**src/design/imu_avg_pkg.sv**
```systemverilog
// Shared types and constants for the IMU decimating averager.
// Depends on nothing; every other design file refers to it by scoped names.
package imu_avg_pkg;

  localparam int WINDOW_TICKS = 5;
  localparam int AXES         = 6;
  localparam int SLOW_RATES   = 6;
  localparam int SAMPLE_W     = 16;
  localparam int FLAG_W       = SLOW_RATES + 1;
  localparam int PHASE_W      = 11;

  // Running sums need headroom for WINDOW_TICKS samples plus the sign.
  localparam int SUM_W    = SAMPLE_W + $clog2(WINDOW_TICKS) + 1;
  localparam int WIN_PH_W = $clog2(WINDOW_TICKS + 1);

  // Exact floor division of a SUM_W-bit magnitude by WINDOW_TICKS:
  // multiply by ceil(2^RECIP_SH / WINDOW_TICKS) and drop RECIP_SH bits.
  localparam int RECIP_SH = SUM_W + $clog2(WINDOW_TICKS);
  localparam int RECIP_W  = RECIP_SH + 1;
  localparam int PROD_W   = SUM_W + RECIP_W;
  localparam logic [RECIP_W-1:0] RECIP =
    RECIP_W'((2 ** RECIP_SH + WINDOW_TICKS - 1) / WINDOW_TICKS);

  typedef logic signed [SAMPLE_W-1:0] sample_t;
  typedef logic signed [SUM_W-1:0]    sum_t;
  typedef logic [FLAG_W-1:0]          flags_t;
  typedef logic [PHASE_W-1:0]         phase_t;
  typedef logic [WIN_PH_W-1:0]        win_ph_t;

  // Periods of the slow flags, bit1 upward.
  localparam phase_t SLOW_PERIOD [SLOW_RATES] = '{
    phase_t'(30), phase_t'(50), phase_t'(100),
    phase_t'(500), phase_t'(1000), phase_t'(2000)
  };

  // Per-request control carried from the accumulate stage to the output stage.
  typedef struct packed {
    logic   fresh;
    flags_t flags;
  } acc_ctl_t;

endpackage

```
**src/design/imu_avg_div.sv**
```systemverilog
// Signed division of one window sum by the window length, truncating toward zero.
// Depends on imu_avg_pkg for widths and the reciprocal constant.
module imu_avg_div (
  input  imu_avg_pkg::sum_t    sum,
  output imu_avg_pkg::sample_t avg
);

  logic                               neg;
  logic [imu_avg_pkg::SUM_W-1:0]      mag;
  logic [imu_avg_pkg::PROD_W-1:0]     prod;
  logic [imu_avg_pkg::SUM_W-1:0]      quo;
  logic [imu_avg_pkg::SAMPLE_W-1:0]   quo_lo;

  always_comb begin
    neg    = sum[imu_avg_pkg::SUM_W-1];
    // Divide the magnitude, then restore the sign: this truncates toward zero.
    mag    = neg ? imu_avg_pkg::SUM_W'(-sum) : imu_avg_pkg::SUM_W'(sum);
    prod   = imu_avg_pkg::PROD_W'(mag) * imu_avg_pkg::PROD_W'(imu_avg_pkg::RECIP);
    quo    = prod[imu_avg_pkg::RECIP_SH +: imu_avg_pkg::SUM_W];
    quo_lo = quo[imu_avg_pkg::SAMPLE_W-1:0];
    avg    = neg ? imu_avg_pkg::sample_t'(-quo_lo) : imu_avg_pkg::sample_t'(quo_lo);
  end

endmodule

```
**config.mk**
```make
export PLATFORM = sky130hd
export DESIGN_NAME = imu_avg_div
export DESIGN_NICKNAME = d
export VERILOG_FILES = /design/src/design/imu_avg_pkg.sv /design/src/design/imu_avg_div.sv
export SDC_FILE = /design/constraint.sdc
export NUM_CORES = 1
export LEC_CHECK = 0
export ABC_AREA = 1
export BUFFER_PORTS_ARGS = -buffer_cell sky130_fd_sc_hd__buf_2
export CORE_ASPECT_RATIO = 0.75
export CORE_MARGIN = 2
export CORE_UTILIZATION = 55
export DETAILED_ROUTE_END_ITERATION = 8
export PLACE_DENSITY = 0.75
export SLEW_MARGIN = 20
export SYNTH_ARGS = -nofsm -noshare
export SYNTH_HDL_FRONTEND = slang
export SYNTH_SLANG_ARGS = --single-unit
```
**constraint.sdc**
```tcl
create_clock -name vclk -period 9.97
set_clock_uncertainty 0.1 [all_clocks]
set_input_delay 1.4955 -clock vclk [all_inputs]
set_output_delay 1.4955 -clock vclk [all_outputs]
set_load 0.05 [all_outputs]
```
==> results of run 1 <==
[final cells by class]
cell class	count	area share
tap	210	0.0222
multi-input combinational	835	0.715
timing repair buffer	252	0.165
inverter	308	0.0984
[stage by stage]
stage	util	setup WS [ns]	setup TNS, ns	hold slack, ns	cell area (µm²)
2_1_floorplan	-	-0.0639	-0.138	3.41	8860
3_3_place_gp	0.676	-0.402	-3.32	3.71	10700
3_5_place_dp	0.676	-0.652	-6.24	3.72	10700
4_1_cts	0.718	-0.000595	-0.000595	3.72	11400
5_1_grt	0.749	-0.469	-4.62	3.74	11800
6_report	0.749	-0.188	-1.27	3.73	11800
[synth_stat cells (2+ instances only)]
cell type	instances	area, µm²
a21o_1	4	30.0
a21oi_1	35	175
a31oi_1	3	18.8
buf_6	2	22.5
clkinv_1	2	7.51
fa_1	135	2700
ha_1	186	2330
inv_1	305	1140
nand2_1	226	848
nand2_2	14	87.6
nand2_4	2	22.5
nand3_1	37	185
nand3_2	4	40.0
nand3b_1	4	30.0
nand4_1	6	37.5
nor2_1	78	293
nor2_2	5	31.3
nor2_4	2	22.5
nor3_1	7	35.0
nor3_2	3	30.0
nor4_1	2	12.5
o21ai_0	14	70.1
o21ai_1	3	15.0
o21ai_2	2	17.5
o21bai_1	8	60.1
xnor2_1	9	78.8
xor2_1	33	289
xor2_2	2	32.5
[cells by family (layout without fill, tap and decap cells)]
logic type	after synthesis	after routing
AND/OR/NAND/NOR	394	394
AO/OA/AOI/OAI	75	75
adder cells (fa/ha/maj)	321	321
buffers and inverters	311	560
XOR/XNOR	45	45
[per-layer routing]
layer | global-route usage | share of wire
met5 | 0 | 0
met4 | 0.0503 | 0.024
met3 | 0.0976 | 0.098
met2 | 0.554 | 0.45
met1 | 0.467 | 0.43
[repair_timing]
item / 4_1_cts / 5_1_grt
resized for setup: 115 / 112
buffers inserted: 19 / 9
endpoints found under the setup margin: 15 / 15
hold endpoints to repair: 0 / 0
pin swaps: 59 / 57
[how the worst max path moves through the flow]
stage                          to  slack [ns]  cells past startpoint
after detailed placement   avg[8]       -0.65                     42
after CTS                 avg[14]     -0.0006                     42
after global routing      avg[10]       -0.47                     41
after floorplan           avg[10]       -0.06                     40
final                      avg[8]       -0.19                     42
after global placement     avg[8]       -0.40                     42
==> flow_metrics.py, run 1 <==
metrics = {
    "sta": {
        "setup_viol": 11,
        "tightest_slew_ns": 0.450,
        "rsz0062_at_grt": "true",
        "max_freq_mhz": 98.4,
        "relSlewSlack": 0.697,
        "hold_viol_final": 0,
        "finalCritPeriodShare": 1.02,
        "finalCriticalPeriod_ns": 10.16,
        "setup_ws_ns": -0.188,
        "drv_slew": 0,
    },
    "floorplanning": {
        "initial_core_util": 0.556,
        "num_rows": 40,
        "die_area_um2": 17000,
        "core_area_um2": 15800,
        "die_y_um": 114,
        "ioPinCount": 36,
        "die_w_um": 150,
    },
    "worst_hold_path": {
        "min_path_cells": 6,
        "hold_class": "input port to output port",
        "hp-start": "sum[19]",
        "holdPathEnd": "avg[2]",
    },
    "critical_path": {
        "cp_common_cell": "inv_2",
        "cp-startpoint": "sum[0]",
        "worst-path-max-fanout": 3,
        "critPathArrivalTime_ns": 8.56,
        "cpPeakStageDelay_ns": 0.55,
        "critPathBufInv": 14,
        "critPathRequiredTime_ns": 8.37,
        "cp_slowest_cell": "fa_1",
        "cp_top_family": "adder cells",
        "cp-end-kind": "output port",
        "path_class": "input port to output port",
        "start_kind": "input port",
    },
    "cells_and_area": {
        "clock_buffers": 0,
        "layout_common_cells": "inv_1 (288), buf_4 (208), nand2_1 (183)",
        "final_common_cell": "inv_1",
        "n_antenna_cell": 0,
        "drive_gt1_frac": 0.310,
        "area_growth_pct": 34.6,
        "register_area_um2": 0,
        "nets": 1738,
        "seq_cell_count": 0,
        "multi_input_area_um2": 8470,
        "final_cells": 1605,
        "fill_cells": 1158,
    },
    "routing": {
        "post_drt_wl_per_cell_um": 18.2,
        "drc": 0,
        "wl_um": 29300,
        "detail_route.vias_per_cell": 5.33,
        "dr_total_vias": 8556,
        "drt-pass1-iter-count": 6,
        "final_antenna_net_count": 0,
        "drt-initial-drc-count": 655,
    },
    "grt": {
        "overflow": 0,
        "first_global_vias": 8712,
        "antenna_found_initial": 0,
        "grt_max_degree": 18,
        "grt_pass1_wl_um": 44700,
        "grt_usage": 0.341,
    },
    "place": {
        "portBuffers": 36,
        "place.gp.congestion": 1.00,
        "placed_cells": 1578,
        "dpl.hpwl_um": 23600,
    },
    "job": {
        "cap_violations": 0,
    },
    "synth": {
        "synthXorXnorAreaFrac": 0.0482,
        "synthSimpleGateAreaFrac": 0.194,
        "seq_area_frac_synth": 0,
        "synth-adder-area-share": 0.572,
        "avgSynthCellArea_um2": 7.68,
        "synthesis.nets": 1487,
        "syn_inst": 1146,
        "syn_area_um2": 8800,
        "yosysWarningCount": 0,
        "synth_cell_types": 41,
        "synth_mux_area_frac": 0,
        "synth-compound-area-share": 0.0519,
        "synth_top_family_by_area": "adder cells",
    },
    "run_status": {
        "violations": "setup timing",
        "status": "finished with violations",
    },
    "clocking": {
        "ctsHoldBuffers": 0,
    },
}
Power of run 1 is left out: the tool's default activity adds up to more than one toggle a clock period on the data nets, which glitch-free logic cannot reach.
==> run 2, diff against run 1 <==
--- a/config.mk
+++ b/config.mk
@@ -14,2 +14,3 @@
 export PLACE_DENSITY = 0.75
+export REMOVE_ABC_BUFFERS = 1
 export SLEW_MARGIN = 20
==> constraint.sdc (replaced) <==
create_clock -name vclk -period 9.97
set_clock_uncertainty 0.1 [all_clocks]
set_input_delay 2.4925 -clock vclk [all_inputs]
set_output_delay 2.4925 -clock vclk [all_outputs]
set_load 0.05 [all_outputs]
==> flow_metrics.py, run 2 (synthesized netlist as in run 1, its figures left out) <==
metrics = {
    "routing": {
        "dr_wl_met2_um": 15000,
        "post_drt_wl_per_cell_um": 20.1,
        "dr.max_layer_used": "met5",
        "drt-pass1-iter-count": 8,
        "final_antenna_net_count": 0,
        "dr_total_vias": 9338,
        "drt-initial-drc-count": 764,
        "drc": 0,
        "wl_met3_um": 3930,
        "wl_um": 33400,
        "detail_route.vias_per_cell": 5.64,
        "drt-met1-wl_um": 12300,
    },
    "cells_and_area": {
        "layout_common_cells": "inv_1 (275), buf_4 (259), nand2_1 (163)",
        "nets": 1789,
        "final_common_cell": "inv_1",
        "drive_gt1_frac": 0.380,
        "n_antenna_cell": 0,
        "fin_area_um2": 12700,
        "final_cells": 1656,
        "register_area_um2": 0,
        "area_growth_pct": 44.3,
        "seq_cell_count": 0,
        "clock_buffers": 0,
    },
    "sta": {
        "finalCritPeriodShare": 1.23,
        "max_freq_mhz": 81.7,
        "relSlewSlack": 0.612,
        "hold_viol_final": 0,
        "finalCriticalPeriod_ns": 12.24,
        "tightest_slew_ns": 0.576,
        "setup_viol": 16,
        "rsz0062_at_grt": "true",
        "drv_slew": 0,
        "setup_ws_ns": -2.27,
        "whs_ns": 5.73,
    },
    "clocking": {
        "ctsHoldBuffers": 0,
    },
    "critical_path": {
        "critPathRequiredTime_ns": 7.38,
        "cp_slowest_cell": "fa_1",
        "cpPeakStageDelay_ns": 0.51,
        "critPathArrivalTime_ns": 9.65,
        "worst-path-max-fanout": 3,
        "path_class": "input port to output port",
        "start_kind": "input port",
        "cp-end-kind": "output port",
    },
    "place": {
        "place_area_um2": 10900,
        "placed_cells": 1616,
        "place.gp.congestion": 1.02,
        "portBuffers": 36,
        "dpl.hpwl_um": 23400,
    },
    "floorplanning": {
        "die_area_um2": 17000,
        "die_w_um": 150,
        "initial_core_util": 0.556,
        "core_area_um2": 15800,
        "ioPinCount": 36,
        "num_rows": 40,
        "die_y_um": 114,
    },
    "worst_hold_path": {
        "min_path_cells": 6,
        "hold_class": "input port to output port",
        "hp-start": "sum[19]",
        "holdPathEnd": "avg[5]",
    },
    "grt": {
        "grt_max_degree": 18,
        "overflow": 0,
        "first_global_vias": 9254,
        "grt_usage": 0.347,
        "grt_pass1_wl_um": 45900,
        "antenna_found_initial": 1,
    },
    "run_status": {
        "violations": "setup timing",
        "status": "finished with violations",
    },
    "job": {
        "cap_violations": 0,
    },
}
run 2: cell types whose count changed in the layout (fill, tap and decap cells not counted), sizes merged:
| cell | before | now |
|---|---|---|
| buf | 252 | 303 |
run 2: per-layer routing:
layer	global-route usage	vias up
met4	0.0818	2
met2	0.558	611
met5	0	-
met3	0.0972	186
li1	-	4086
met1	0.467	4453
run 2: worst max-delay path by stage:
stage / from / end / slack (ns)
6_report: sum[1] / avg[9] / -2.27
5_1_grt: sum[1] / avg[8] / -2.44
4_1_cts: sum[1] / avg[8] / -1.92
3_5_place_dp: sum[2] / avg[8] / -2.61
3_3_place_gp: sum[2] / avg[8] / -2.37
2_1_floorplan: sum[1] / avg[8] / -2.36
run 2: repair_timing:
item,4_1_cts,5_1_grt
resized for setup,190,143
endpoints found under the setup margin,16,16
buffers inserted,19,23
pin swaps,74,109
run 2: layout make-up:
class | count | area, µm²
Inverter | 308 | 1170
Tap cell | 210 | 263
Timing Repair Buffer | 303 | 2360
Fill cell | 910 | 3110
Multi-Input combinational cell | 835 | 8910
run 2: worst max-delay path, delay by kind of cell:
kind            cells  cell delay (ns)
compound gates      4             0.77
buf+inv            11             1.13
simple gates       17             1.89
xor+xnor            1             0.24
fa+ha+maj           8             3.12
run 2: stage by stage:
| step | utilization | setup slack [ns] | setup TNS [ns] |
|---|---|---|---|
| final | 0.803 | -2.27 | -33.63 |
| after global routing | 0.803 | -2.44 | -36.63 |
| after CTS | 0.750 | -1.92 | -28.79 |
| after detailed placement | 0.691 | -2.61 | -37.95 |
| after global placement | 0.691 | -2.37 | -35.09 |
| after floorplan | - | -2.36 | -30.94 |
Power of run 2 is left out for the same reason.
==> run 3, diff against run 2 <==
Settings changed: GPL_TIMING_DRIVEN set to 0.
==> flow_metrics.py, run 3 (synthesized netlist as in run 1, its figures left out) <==
metrics = {
    "floorplanning": {
        "die_area_um2": 17000,
        "num_rows": 40,
        "core_area_um2": 15800,
        "ioPinCount": 36,
        "initial_core_util": 0.556,
        "die_w_um": 150,
        "die_y_um": 114,
    },
    "clocking": {
        "ctsHoldBuffers": 0,
    },
    "place": {
        "placed_cells": 1389,
        "portBuffers": 36,
        "place_area_um2": 9220,
        "place.gp.congestion": 1.00,
        "dpl.hpwl_um": 20400,
    },
    "sta": {
        "setup_ws_ns": -2.22,
        "drv_slew": 0,
        "relSlewSlack": 0.571,
        "finalCritPeriodShare": 1.22,
        "finalCriticalPeriod_ns": 12.19,
        "rsz0062_at_grt": "true",
        "hold_viol_final": 0,
        "whs_ns": 5.40,
        "tightest_slew_ns": 0.637,
        "setup_viol": 16,
        "max_freq_mhz": 82.1,
    },
    "grt": {
        "antenna_found_initial": 0,
        "grt_pass1_wl_um": 41000,
        "first_global_vias": 8125,
        "overflow": 0,
        "grt_usage": 0.311,
        "grt_max_degree": 31,
    },
    "run_status": {
        "status": "finished with violations",
        "violations": "setup timing",
    },
    "cells_and_area": {
        "register_area_um2": 0,
        "drive_gt1_frac": 0.278,
        "fill_cells": 1139,
        "utilization": 0.711,
        "area_growth_pct": 27.9,
        "clock_buffers": 0,
        "fin_area_um2": 11300,
        "nets": 1607,
        "final_common_cell": "inv_1",
        "n_antenna_cell": 0,
        "layout_common_cells": "inv_1 (275), nand2_1 (183), ha_1 (149)",
        "final_cells": 1474,
        "seq_cell_count": 0,
    },
    "critical_path": {
        "worst-path-max-fanout": 30,
        "critPathRequiredTime_ns": 7.38,
        "critPathBufInv": 7,
        "cp_top_family": "adder cells",
        "path_class": "input port to output port",
        "cp_common_cell": "fa_1",
        "start_kind": "input port",
        "cp_slowest_cell": "fa_1",
        "cp-end-kind": "output port",
        "cpPeakStageDelay_ns": 0.58,
        "critPathArrivalTime_ns": 9.59,
    },
    "routing": {
        "final_antenna_net_count": 0,
        "drc": 0,
        "dr_total_vias": 8077,
        "drt-pass1-iter-count": 6,
        "post_drt_wl_per_cell_um": 19.1,
        "wl_um": 28100,
        "detail_route.vias_per_cell": 5.48,
        "drt-initial-drc-count": 639,
    },
    "job": {
        "cap_violations": 0,
    },
    "worst_hold_path": {
        "hold_class": "input port to output port",
    },
}
==> run 3: changes by cell type in the layout (fill, tap and decap cells not counted), moves of 6 or more <==
cell / delta
buf_4: -173
nand2_4: -8
buf_6: -6
nand2_2: -13
nand2_1: +20
==> run 3: area by class of cell <==
type	instances	area, µm²	area share
multi-input cells	835	8840	0.786
repair buffers	121	966	0.0858
inverters	308	1180	0.105
well taps	210	263	0.0234
==> run 3: repair_timing <==
item,CTS,global route
setup endpoints to repair,16,16
resized for setup,202,119
pin swaps,79,87
buffers inserted,64,27
==> run 3: routing by layer <==
layer	wire (µm)	global-route usage
met4	1380	0.0830
met1	11900	0.427
met3	2570	0.0896
met5	0	0.0176
met2	12300	0.484
==> run 3: worst paths after layout <==
path	slack (ns)	end	depth (start not counted)	start
worst min-delay path	5.40	avg[1]	4	sum[19]
worst max-delay path	-2.22	avg[8]	30	sum[19]
==> run 3: through the flow <==
| step | setup TNS, ns | setup WS, ns |
|---|---|---|
| after CTS | -29.68 | -2.04 |
| after floorplan | -30.94 | -2.36 |
| after global routing | -36.25 | -2.52 |
| final | -32.27 | -2.22 |
| after global placement | -48.17 | -3.32 |
| after detailed placement | -48.38 | -3.34 |
Power of run 3 is left out for the same reason.
