[src/design/imu_avg_pkg.sv]
// Shared types and constants for the IMU decimating averager.
// Depends on nothing; every other design file refers to it by scoped names.
package imu_avg_pkg;

  localparam int WINDOW_TICKS = 5;
  localparam int AXES         = 6;
  localparam int SLOW_RATES   = 6;
  localparam int SAMPLE_W     = 16;
  localparam int FLAG_W       = SLOW_RATES + 1;
  localparam int PHASE_W      = 11;

  // Running sums need headroom for WINDOW_TICKS samples plus the sign.
  localparam int SUM_W    = SAMPLE_W + $clog2(WINDOW_TICKS) + 1;
  localparam int WIN_PH_W = $clog2(WINDOW_TICKS + 1);

  // Exact floor division of a SUM_W-bit magnitude by WINDOW_TICKS:
  // multiply by ceil(2^RECIP_SH / WINDOW_TICKS) and drop RECIP_SH bits.
  localparam int RECIP_SH = SUM_W + $clog2(WINDOW_TICKS);
  localparam int RECIP_W  = RECIP_SH + 1;
  localparam int PROD_W   = SUM_W + RECIP_W;
  localparam logic [RECIP_W-1:0] RECIP =
    RECIP_W'((2 ** RECIP_SH + WINDOW_TICKS - 1) / WINDOW_TICKS);

  typedef logic signed [SAMPLE_W-1:0] sample_t;
  typedef logic signed [SUM_W-1:0]    sum_t;
  typedef logic [FLAG_W-1:0]          flags_t;
  typedef logic [PHASE_W-1:0]         phase_t;
  typedef logic [WIN_PH_W-1:0]        win_ph_t;

  // Periods of the slow flags, bit1 upward.
  localparam phase_t SLOW_PERIOD [SLOW_RATES] = '{
    phase_t'(30), phase_t'(50), phase_t'(100),
    phase_t'(500), phase_t'(1000), phase_t'(2000)
  };

  // Per-request control carried from the accumulate stage to the output stage.
  typedef struct packed {
    logic   fresh;
    flags_t flags;
  } acc_ctl_t;

endpackage

[src/design/imu_avg_accum.sv]
// Accumulate stage: running sums, window and rate phase counters, sticky flags.
// Depends on imu_avg_pkg; registers the closing sums and control for the output stage.
module imu_avg_accum (
  input  logic                   clk,
  input  logic                   rst_n,
  input  logic                   take,
  input  imu_avg_pkg::sample_t   samples [imu_avg_pkg::AXES],
  input  imu_avg_pkg::flags_t    flag_clear,
  output imu_avg_pkg::sum_t      close_sums [imu_avg_pkg::AXES],
  output imu_avg_pkg::acc_ctl_t  ctl
);

  imu_avg_pkg::sum_t      sums_r       [imu_avg_pkg::AXES];
  imu_avg_pkg::sum_t      sums_nxt     [imu_avg_pkg::AXES];
  imu_avg_pkg::sum_t      close_sums_r [imu_avg_pkg::AXES];
  imu_avg_pkg::phase_t    rate_ph_r    [imu_avg_pkg::SLOW_RATES];
  imu_avg_pkg::phase_t    rate_ph_nxt  [imu_avg_pkg::SLOW_RATES];
  imu_avg_pkg::win_ph_t   win_ph_r;
  imu_avg_pkg::win_ph_t   win_ph_nxt;
  imu_avg_pkg::flags_t    flags_r;
  imu_avg_pkg::flags_t    flags_nxt;
  imu_avg_pkg::flags_t    set_mask;
  imu_avg_pkg::acc_ctl_t  ctl_r;
  logic                   win_close;

  always_comb begin
    for (int i = 0; i < imu_avg_pkg::AXES; i++) begin
      sums_nxt[i] = sums_r[i] + imu_avg_pkg::sum_t'(samples[i]);
    end

    win_close  = (win_ph_r == imu_avg_pkg::win_ph_t'(imu_avg_pkg::WINDOW_TICKS - 1));
    win_ph_nxt = win_close ? '0 : win_ph_r + imu_avg_pkg::win_ph_t'(1);

    set_mask    = '0;
    set_mask[0] = win_close;
    for (int i = 0; i < imu_avg_pkg::SLOW_RATES; i++) begin
      if (rate_ph_r[i] == imu_avg_pkg::SLOW_PERIOD[i] - imu_avg_pkg::phase_t'(1)) begin
        set_mask[i+1]  = 1'b1;
        rate_ph_nxt[i] = '0;
      end else begin
        rate_ph_nxt[i] = rate_ph_r[i] + imu_avg_pkg::phase_t'(1);
      end
    end

    // Clear first, then set: a flag firing on this tick survives its own ack.
    flags_nxt = (flags_r & ~flag_clear) | set_mask;
  end

  always_ff @(posedge clk) begin
    if (!rst_n) begin
      for (int i = 0; i < imu_avg_pkg::AXES; i++) begin
        sums_r[i] <= '0;
      end
      for (int i = 0; i < imu_avg_pkg::SLOW_RATES; i++) begin
        rate_ph_r[i] <= '0;
      end
      win_ph_r <= '0;
      flags_r  <= '0;
    end else if (take) begin
      for (int i = 0; i < imu_avg_pkg::AXES; i++) begin
        sums_r[i] <= win_close ? '0 : sums_nxt[i];
      end
      rate_ph_r <= rate_ph_nxt;
      win_ph_r  <= win_ph_nxt;
      flags_r   <= flags_nxt;
    end
  end

  // Hand the closing sums to the divider stage.
  always_ff @(posedge clk) begin
    if (take) begin
      close_sums_r <= sums_nxt;
      ctl_r.fresh  <= win_close;
      ctl_r.flags  <= flags_nxt;
    end
  end

  assign close_sums = close_sums_r;
  assign ctl        = ctl_r;

endmodule

[config.mk]
export PLATFORM = sky130hd
export DESIGN_NAME = imu_avg_accum
export DESIGN_NICKNAME = d
export VERILOG_FILES = /design/src/design/imu_avg_pkg.sv /design/src/design/imu_avg_accum.sv
export SDC_FILE = /design/constraint.sdc
export NUM_CORES = 1
export LEC_CHECK = 0
export ABC_AREA = 1
export BUFFER_PORTS_ARGS = -buffer_cell sky130_fd_sc_hd__buf_4
export CAP_MARGIN = 40
export CORE_MARGIN = 5
export CORE_UTILIZATION = 55
export CTS_CLUSTER_SIZE = 8
export DETAILED_ROUTE_END_ITERATION = 6
export GPL_TIMING_DRIVEN = 1
export PLACE_DENSITY_LB_ADDON = 0.05
export SYNTH_ARGS = -nofsm -noshare
export SYNTH_HDL_FRONTEND = slang
export SYNTH_SLANG_ARGS = --single-unit
[constraint.sdc]
create_clock -name clk -period 8.76 [get_ports clk]
set_input_delay 1.752 -clock clk [delete_from_list [all_inputs] [get_ports clk]]
set_output_delay 1.752 -clock clk [all_outputs]
set_load 0.01 [all_outputs]
==> metrics.txt, run 1 <==
status=finished clean; H-tree Lvls=2; final std cell area, no fill=about 22000 um^2; Max Cap Viol=0; final core occ=66.24%; ys async rst share=0%; nature of the critical path endpoint=flip-flop; Critical R2R Launch=win_ph_r[0]; Placement Cell Area=20950 um^2; I/O pins=roughly 230; dominant cell type by area after synthesis=edfxtp_1; crit path buf inv count=4; worst endpoint required time=between 9 and 10 ns; synthesized cell area=18660 um^2; Critical Path AT=~4.2 ns; routability cong.=roughly 0.94; final hold slack=0.4553 ns; Place WS=~4.3 ns; TritonCTS clock tree=yes; dpl hpwl=around 33 mm; number of synthesized flops with an enable pin=roughly 250; CTS sink cnt=324; DRT iter0 DRCs=904; cell-by-cell trace of the critical path=buf_6 -> nand2_1 -> inv_1 -> nand2_4 -> buf_4 -> buf_16 -> nor3_1; Hold Vio Cnt, Final=0; CTS resizes=0; CTS root buf=clkbuf_16; most common cell after layout, fill and taps aside=nand2_1; initial core utilization=a little under three fifths; grt total ovfl=0; Filler Cells Inserted=2847; Period minus WS final=3.828 ns; R2R setup slack=~6.6 ns; number of CTS-inserted buffers=46; share of cells above drive strength 1=roughly an eighth; DRC errors left=0; DRT antenna net count=0; PnR worst setup slack=slightly below 5 ns; synthesized netlist net count=2489; worst stage delay on the critical path=around 0.48 ns; initial antenna violation count=1; Final Max Tran Viols=0; Die Ht=194.2 um; Worst Setup Path Type=input pin to flip-flop; Worst Setup Start Kind=input pin; clock share of power=between 30 and 40%; Ys Warns=0; vias in the first global route=15170; P&R area growth vs syn=19.05%; synthesized flop and latch total=about 320; Cells after DPL=just under 3000; Finished Layout Cells=about 3000; syn avg cell area=just over 8 um^2; clk slew on worst S/H paths=0.05 ns; Sw Share=about 30%; Hold-fix buffers, CTS=0; switching power=around 1.4 mW; via count=about 15000; Pleak=between 10 and 15 nW; DR vias/cell=approximately 5.2; core area=around 34000 um^2; crit-path leading delay family=buffers and inverters; Post-Route Setup TNS=0 ns; final setup fails=0; Cell Rows=67; critical path fanouts, max=74; Seq/Total Area, Yosys=~48%; Synth area leaders=edfxtp_1, nand2_1, ha_1, dfxtp_1, inv_1; Worst Tran Pin Value=0.8064 ns; Die Span X=a little under 200 um; critical path's slowest cell=buf_6; final net count=around 2800; Setup Buffers After CTS=0; First-pass DRT Iterations=6; Main synth FF type=edfxtp_1; post-route clock period utilization=between 40% and 50%; Post-Syn Instances=~2300; skew final=just over 0.02 ns; Reg power frac=about two fifths; Design Power=about 4.7 mW; PwrDens=210.1 nW/um^2; Worst IR Drop VDD=around 0.00016 V; global-route wire length before repair=roughly 72 mm; power share of the combinational group=about 24%; WL per Instance=14.76 um; Unique masters post-synth=41; max_slew headroom=a little under half; Total Wirelength=44.11 mm; largest net degree at the start of global routing=83; clk_lat worst skew=roughly 0.55 ns; Max clock buf depth=3; Pint=between 3 and 4 mW; GRT Total Usage=about 23%; commonest non-fill, non-tap cells in the layout=nand2_1, inv_1, nor2_1; PortBufs=233; Ant. Diodes=0; Fmax achieved=approximately 0.26 GHz; die area=between 30000 and 40000 um^2; worst hold start=rate_ph_r[29]; Synth top area share=about two fifths; crit path launch=take; Hold Path Class=flip-flop to flip-flop; RSZ-0062 raised after global routing=no
[cell families after synthesis]
kind of cell,count (synthesis),synth area share (%)
adder cells (fa/ha/maj),130,8.959
AND/OR/NAND/NOR,1139,25.52
flip-flops,324,48.07
XOR/XNOR,76,3.568
AO/OA/AOI/OAI,227,6.545
buffers and inverters,357,7.336
[Yosys cell counts (6+ instances only)]
cell / number
nand2_1: 627
o21ai_0: 41
nand3_1: 139
xnor2_1: 46
nor2_1: 254
nor3_1: 31
nor2b_1: 12
o21bai_1: 12
a21oi_1: 151
dfxtp_1: 76
a21o_1: 6
inv_1: 336
xor2_1: 30
edfxtp_1: 248
fa_1: 6
nand4_1: 23
and2_1: 18
buf_2: 14
nand3b_1: 25
ha_1: 124
[sequential cells by signal (all words and copies together), names as in the netlist]
signal and count:
ctl 8, flags_r 7, sums_r 120, rate_ph_r 66, win_ph_r 3, close_sums 120
[path summary, 6_finish.rpt]
check / cells after the start / to
worst max-delay path: 7 / sums_r[3][2]
worst min-delay path: 2 / rate_ph_r[29]
worst max register to register: 7 / sums_r[3][3]
worst min register to register: 2 / rate_ph_r[29]
[layer usage]
metal | track usage [%] | vias up | share of wire (%) | wire (um)
met2 | 39.54 | 419 | 48 | 21230
li1 | - | 7898 | - | -
met4 | 5.547 | 2 | 1.9 | 849
met1 | 29.90 | 7088 | 44 | 19540
met5 | 0 | - | 0.041 | 18
met3 | 3.910 | 68 | 5.6 | 2473
[final cells by class]
type | instances | area, um^2 | share of cell area, %
sequential | 324 | 8969 | 40.38
inverter | 337 | 1270 | 5.718
timing repair buffer | 238 | 1823 | 8.208
tap | 448 | 560.5 | 2.524
multi-input combinational | 1572 | 8328 | 37.49
clock buffer | 65 | 1222 | 5.504
clock inverter | 4 | 38.79 | 0.1746
[worst reg2reg max path, cell delays in order (launching register included)]
cell and delay [ns]:
dfxtp_1 0.35, inv_1 0.08, ha_1 0.16, nand2_1 0.14
nand2_4 0.28, buf_4 0.44, buf_16 0.34, nor2_1 0.17
[power by group through the flow]
stage | Sequential, mW | Combinational (mW) | Clock (mW)
floorplan | 2.01 | 0.684 | 0
finish | 1.95 | 1.14 | 1.58
global placement | 1.97 | 1.12 | 0
CTS | 1.95 | 1.14 | 1.62
detailed placement | 1.98 | 1.13 | 0
global route | 1.96 | 1.28 | 1.70
Note: power is estimated with default switching activity, not from simulation.
==> run 2: changes to the inputs <==
--- a/config.mk
+++ b/config.mk
@@ -5,7 +5,7 @@
 export SDC_FILE = /design/constraint.sdc
 export NUM_CORES = 1
 export LEC_CHECK = 0
-export ABC_AREA = 1
+export ABC_AREA = 0
 export BUFFER_PORTS_ARGS = -buffer_cell sky130_fd_sc_hd__buf_4
 export CAP_MARGIN = 40
 export CORE_MARGIN = 5
==> constraint.sdc (replaced) <==
create_clock -name clk -period 3.7 [get_ports clk]
set_input_delay 0.74 -clock clk [delete_from_list [all_inputs] [get_ports clk]]
set_output_delay 0.74 -clock clk [all_outputs]
set_load 0.01 [all_outputs]
==> run 2 against run 1 <==
  * Sequential power is 140% higher
  * Clock power rose to 2.5 times the previous value
  * Combinational power increased by 120%
  * Die area shrank 8.3%
  * Wire length is 16% lower
  * Non-clock buffer count increased by 4
  * Utilization rose by 1.3 points
  * Sequential share of layout area rose by 3.0 points
  * Critical path type is now flip-flop to flip-flop
  * Critical endpoint is now sums_r[3][18]
  * Largest power group unchanged
==> metrics.txt, run 2 <==
status=finished clean; number of synthesized flops with an enable pin=248 (unchanged); Ys Warns=0 (unchanged); TritonCTS clock tree=yes; GRT Total Usage=20.93% (-1.8 points); PortBufs=233 (unchanged); critical path's slowest cell=fa_1; Simple-Gate Fraction of Synth Area=14.94% (-11 points); routability cong.=0.9022 (-4.0%); compound-cell area share of the yosys netlist=12.56% (+6.0 points); Pleak=8.679 nW (-19%); worst endpoint required time=4.07 ns (-5.08 ns); worst hold path depth=2 (unchanged); clk_lat worst skew=0.53 ns (-0.02 ns); DRT iter0 DRCs=757 (-16%); power share of the combinational group=22.2% (-2.2 points); clk slew on worst S/H paths=0.05 ns (about the same); DRC errors left=0 (unchanged); Worst Setup Path Type=flip-flop to flip-flop; Reg power frac=41.9% (+0.2 points); largest net degree at the start of global routing=72 (-13%); syn avg cell area=11.19 um^2 (+35%); CTS root buf=clkbuf_16; number of CTS-inserted buffers=46 (unchanged); synthesized cell area=17030 um^2 (-8.7%); grt total ovfl=0 (unchanged); Post-Route Setup TNS=0 ns (unchanged); commonest non-fill, non-tap cells in the layout=edfxtp_1, buf_4, nand2_1, ha_1, and2_1; dpl hpwl=25.91 mm (-22%); cell-by-cell trace of the critical path=ha_1 -> fa_1 -> a211oi_1 -> o21ai_1 -> a31oi_1 -> o31ai_2 -> a311oi_1 -> o21ba_2 -> mux2i_1; Synth area leaders=edfxtp_1, ha_1, dfxtp_1, and2_1, xor2_1; Hold-fix buffers, CTS=0 (unchanged); mux cell area share after synthesis=0.3527% (+0.35 points); Fmax achieved=between 0.3 and 0.4 GHz; Unique masters post-synth=64 (+56%); I/O pins=234 (unchanged); global-route wire length before repair=59.49 mm (-17%); ys async rst share=0% (unchanged); final net count=2016 (-27%); WL per Instance=16.66 um (+13%); largest family of logic cells by synthesized area=simple AND/OR/NAND/NOR gates; Main synth FF type=edfxtp_1; Die Span X=186.0 um (-4.2%); Setup Buffers After CTS=0 (unchanged); count leader, synth=edfxtp_1; Total Wirelength=36.89 mm (-16%); RSZ-0062 raised after global routing=no; initial antenna violation count=0 (-1); Pint=8.125 mW (+150%); clock share of power=35.8% (+1.9 points); Hold Vio Cnt, Final=0 (unchanged); Max Cap Viol=0 (unchanged); synthesized netlist net count=1757 (-29%); CTS sink cnt=324 (unchanged); Sw Share=26.96% (-2.6 points); crit-path leading delay family=compound AO/OA/AOI/OAI gates; Final Max Tran Viols=0 (unchanged); DRT antenna net count=0 (unchanged); Critical Path AT=3.19 ns (-1.03 ns); Period minus WS final=2.820 ns; vias in the first global route=12040 (-21%); max_slew headroom=42.55% (-3.7 points); H-tree Lvls=2 (unchanged); CTS resizes=0 (unchanged); Worst Setup Start Kind=flip-flop; Die Ht=186.0 um (-4.2%); Ant. Diodes=0 (unchanged); Post-Syn Instances=1521 (-32%); synthesized flop and latch total=324 (unchanged); crit path buf inv count=0 (-4); Hold Path Class=flip-flop to flip-flop; P&R area growth vs syn=21.36%; critical path depth in cells=9 (+2); critical path fanouts, max=3 (-96%); nature of the critical path endpoint=flip-flop; dominant cell type by area after synthesis=edfxtp_1; PwrDens=538.3 nW/um^2 (+160%); core area=30590 um^2 (-8.8%); post-route clock period utilization=~76%; final hold slack=0.4612 ns (+0.005896 ns); Worst Tran Pin Value=0.8618 ns (+0.05545 ns); die area=34580 um^2 (-8.3%); Synth top area share=43.74% (+3.8 points); synth cell count leaders=edfxtp_1, nand2_1, ha_1; Max clock buf depth=3 (unchanged); Synth Area in Adders=9.817% (+0.86 points); most common cell after layout, fill and taps aside=edfxtp_1; share of cells above drive strength 1=17.38% (+5.6 points); via count=12290 (-21%); switching power=2.998 mW (+120%); Seq/Total Area, Yosys=52.67% (+4.6 points); skew final=0.01830 ns (-0.002384 ns); worst r2r path cells=9 (+2); First-pass DRT Iterations=5 (-1); Worst IR Drop VDD=0.0004265 V (+160%); Synth Area in XOR/XNOR=8.076% (+4.5 points); Cell Rows=64 (-4.5%); initial core utilization=55.67% (about the same); final setup fails=0 (unchanged); worst stage delay on the critical path=0.43 ns (-0.05 ns); DR vias/cell=5.550 (+7.2%)
run 2: changes by cell type in the layout (fill, tap and decap cells not counted), sizes merged, moves of 19 or more:
cell,previous run,this run
clkbuf,65,86
a21boi,0,19
o21ai,43,70
nor2,255,116
and2,18,119
inv,339,37
xor2,30,84
xnor2,46,73
a21o,6,43
nand3,139,30
nand3b,25,2
a21oi,151,98
nand2,628,125
run 2: cell type report:
cell class | instances | area, um^2
clock buffers | 86 | 1386
fillers | 2406 | 9925
inverters | 37 | 138.9
multi-input cells | 1129 | 7810
flip-flops and latches | 324 | 8969
well taps | 396 | 495.5
repair buffers | 242 | 1866
run 2: metal layers:
metal	GRT usage, %	part of all wire [%]
met1	29.51	46
met2	33.99	46
met3	3.537	5.8
met4	5.334	2.2
met5	0	0
run 2: metrics by stage:
| step | total power, mW | setup WS (ns) | cells | util [%] | cell area, um^2 |
|---|---|---|---|---|---|
| 2_1_floorplan | 6.260 | 0.4605 | 1521 | - | 17030 |
| 3_3_place_gp | 7.138 | 0.4746 | 2126 | 62.87 | 19230 |
| 3_5_place_dp | 7.196 | 0.3898 | 2128 | 63.02 | 19280 |
| 4_1_cts | 11.22 | 0.8661 | 2214 | 67.56 | 20660 |
| 5_1_grt | 11.71 | 0.6836 | 2214 | 67.56 | 20660 |
| 6_report | 11.12 | 0.8801 | 2214 | 67.56 | 20660 |
run 2: worst register-to-register path, stage by stage (launching register included):
cell and delay (ns):
edfxtp_1 0.36, ha_1 0.24, fa_1 0.43, a211oi_1 0.26, o21ai_1 0.14, a31oi_1 0.38
o31ai_2 0.16, a311oi_1 0.30, o21ba_2 0.19, mux2i_1 0.20
run 2: final timing paths:
path	startpoint	end	slack (ns)
worst max-delay path	sums_r[3][0]	sums_r[3][18]	0.88
worst min-delay path	flags_r[3]	flags_r[3]	0.46
worst max register to register	sums_r[3][0]	sums_r[3][18]	0.88
worst min register to register	flags_r[3]	flags_r[3]	0.46
run 2: power by group through the flow:
stage          combinational (mW)  sequential (mW)  clock, mW
6_report                     2.47             4.67       3.99
3_3_place_gp                 2.41             4.73          0
2_1_floorplan                1.43             4.83          0
4_1_cts                      2.48             4.67       4.06
5_1_grt                      2.74             4.70       4.26
3_5_place_dp                 2.46             4.74          0
run 2: logic make-up (layout without fill, tap and decap cells):
kind of cell	Yosys count	in the layout
AO/OA/AOI/OAI	329	329
XOR/XNOR	157	157
adder cells (fa/ha/maj)	130	130
buffers and inverters	68	365
flip-flops	324	324
multiplexers	6	6
AND/OR/NAND/NOR	507	507
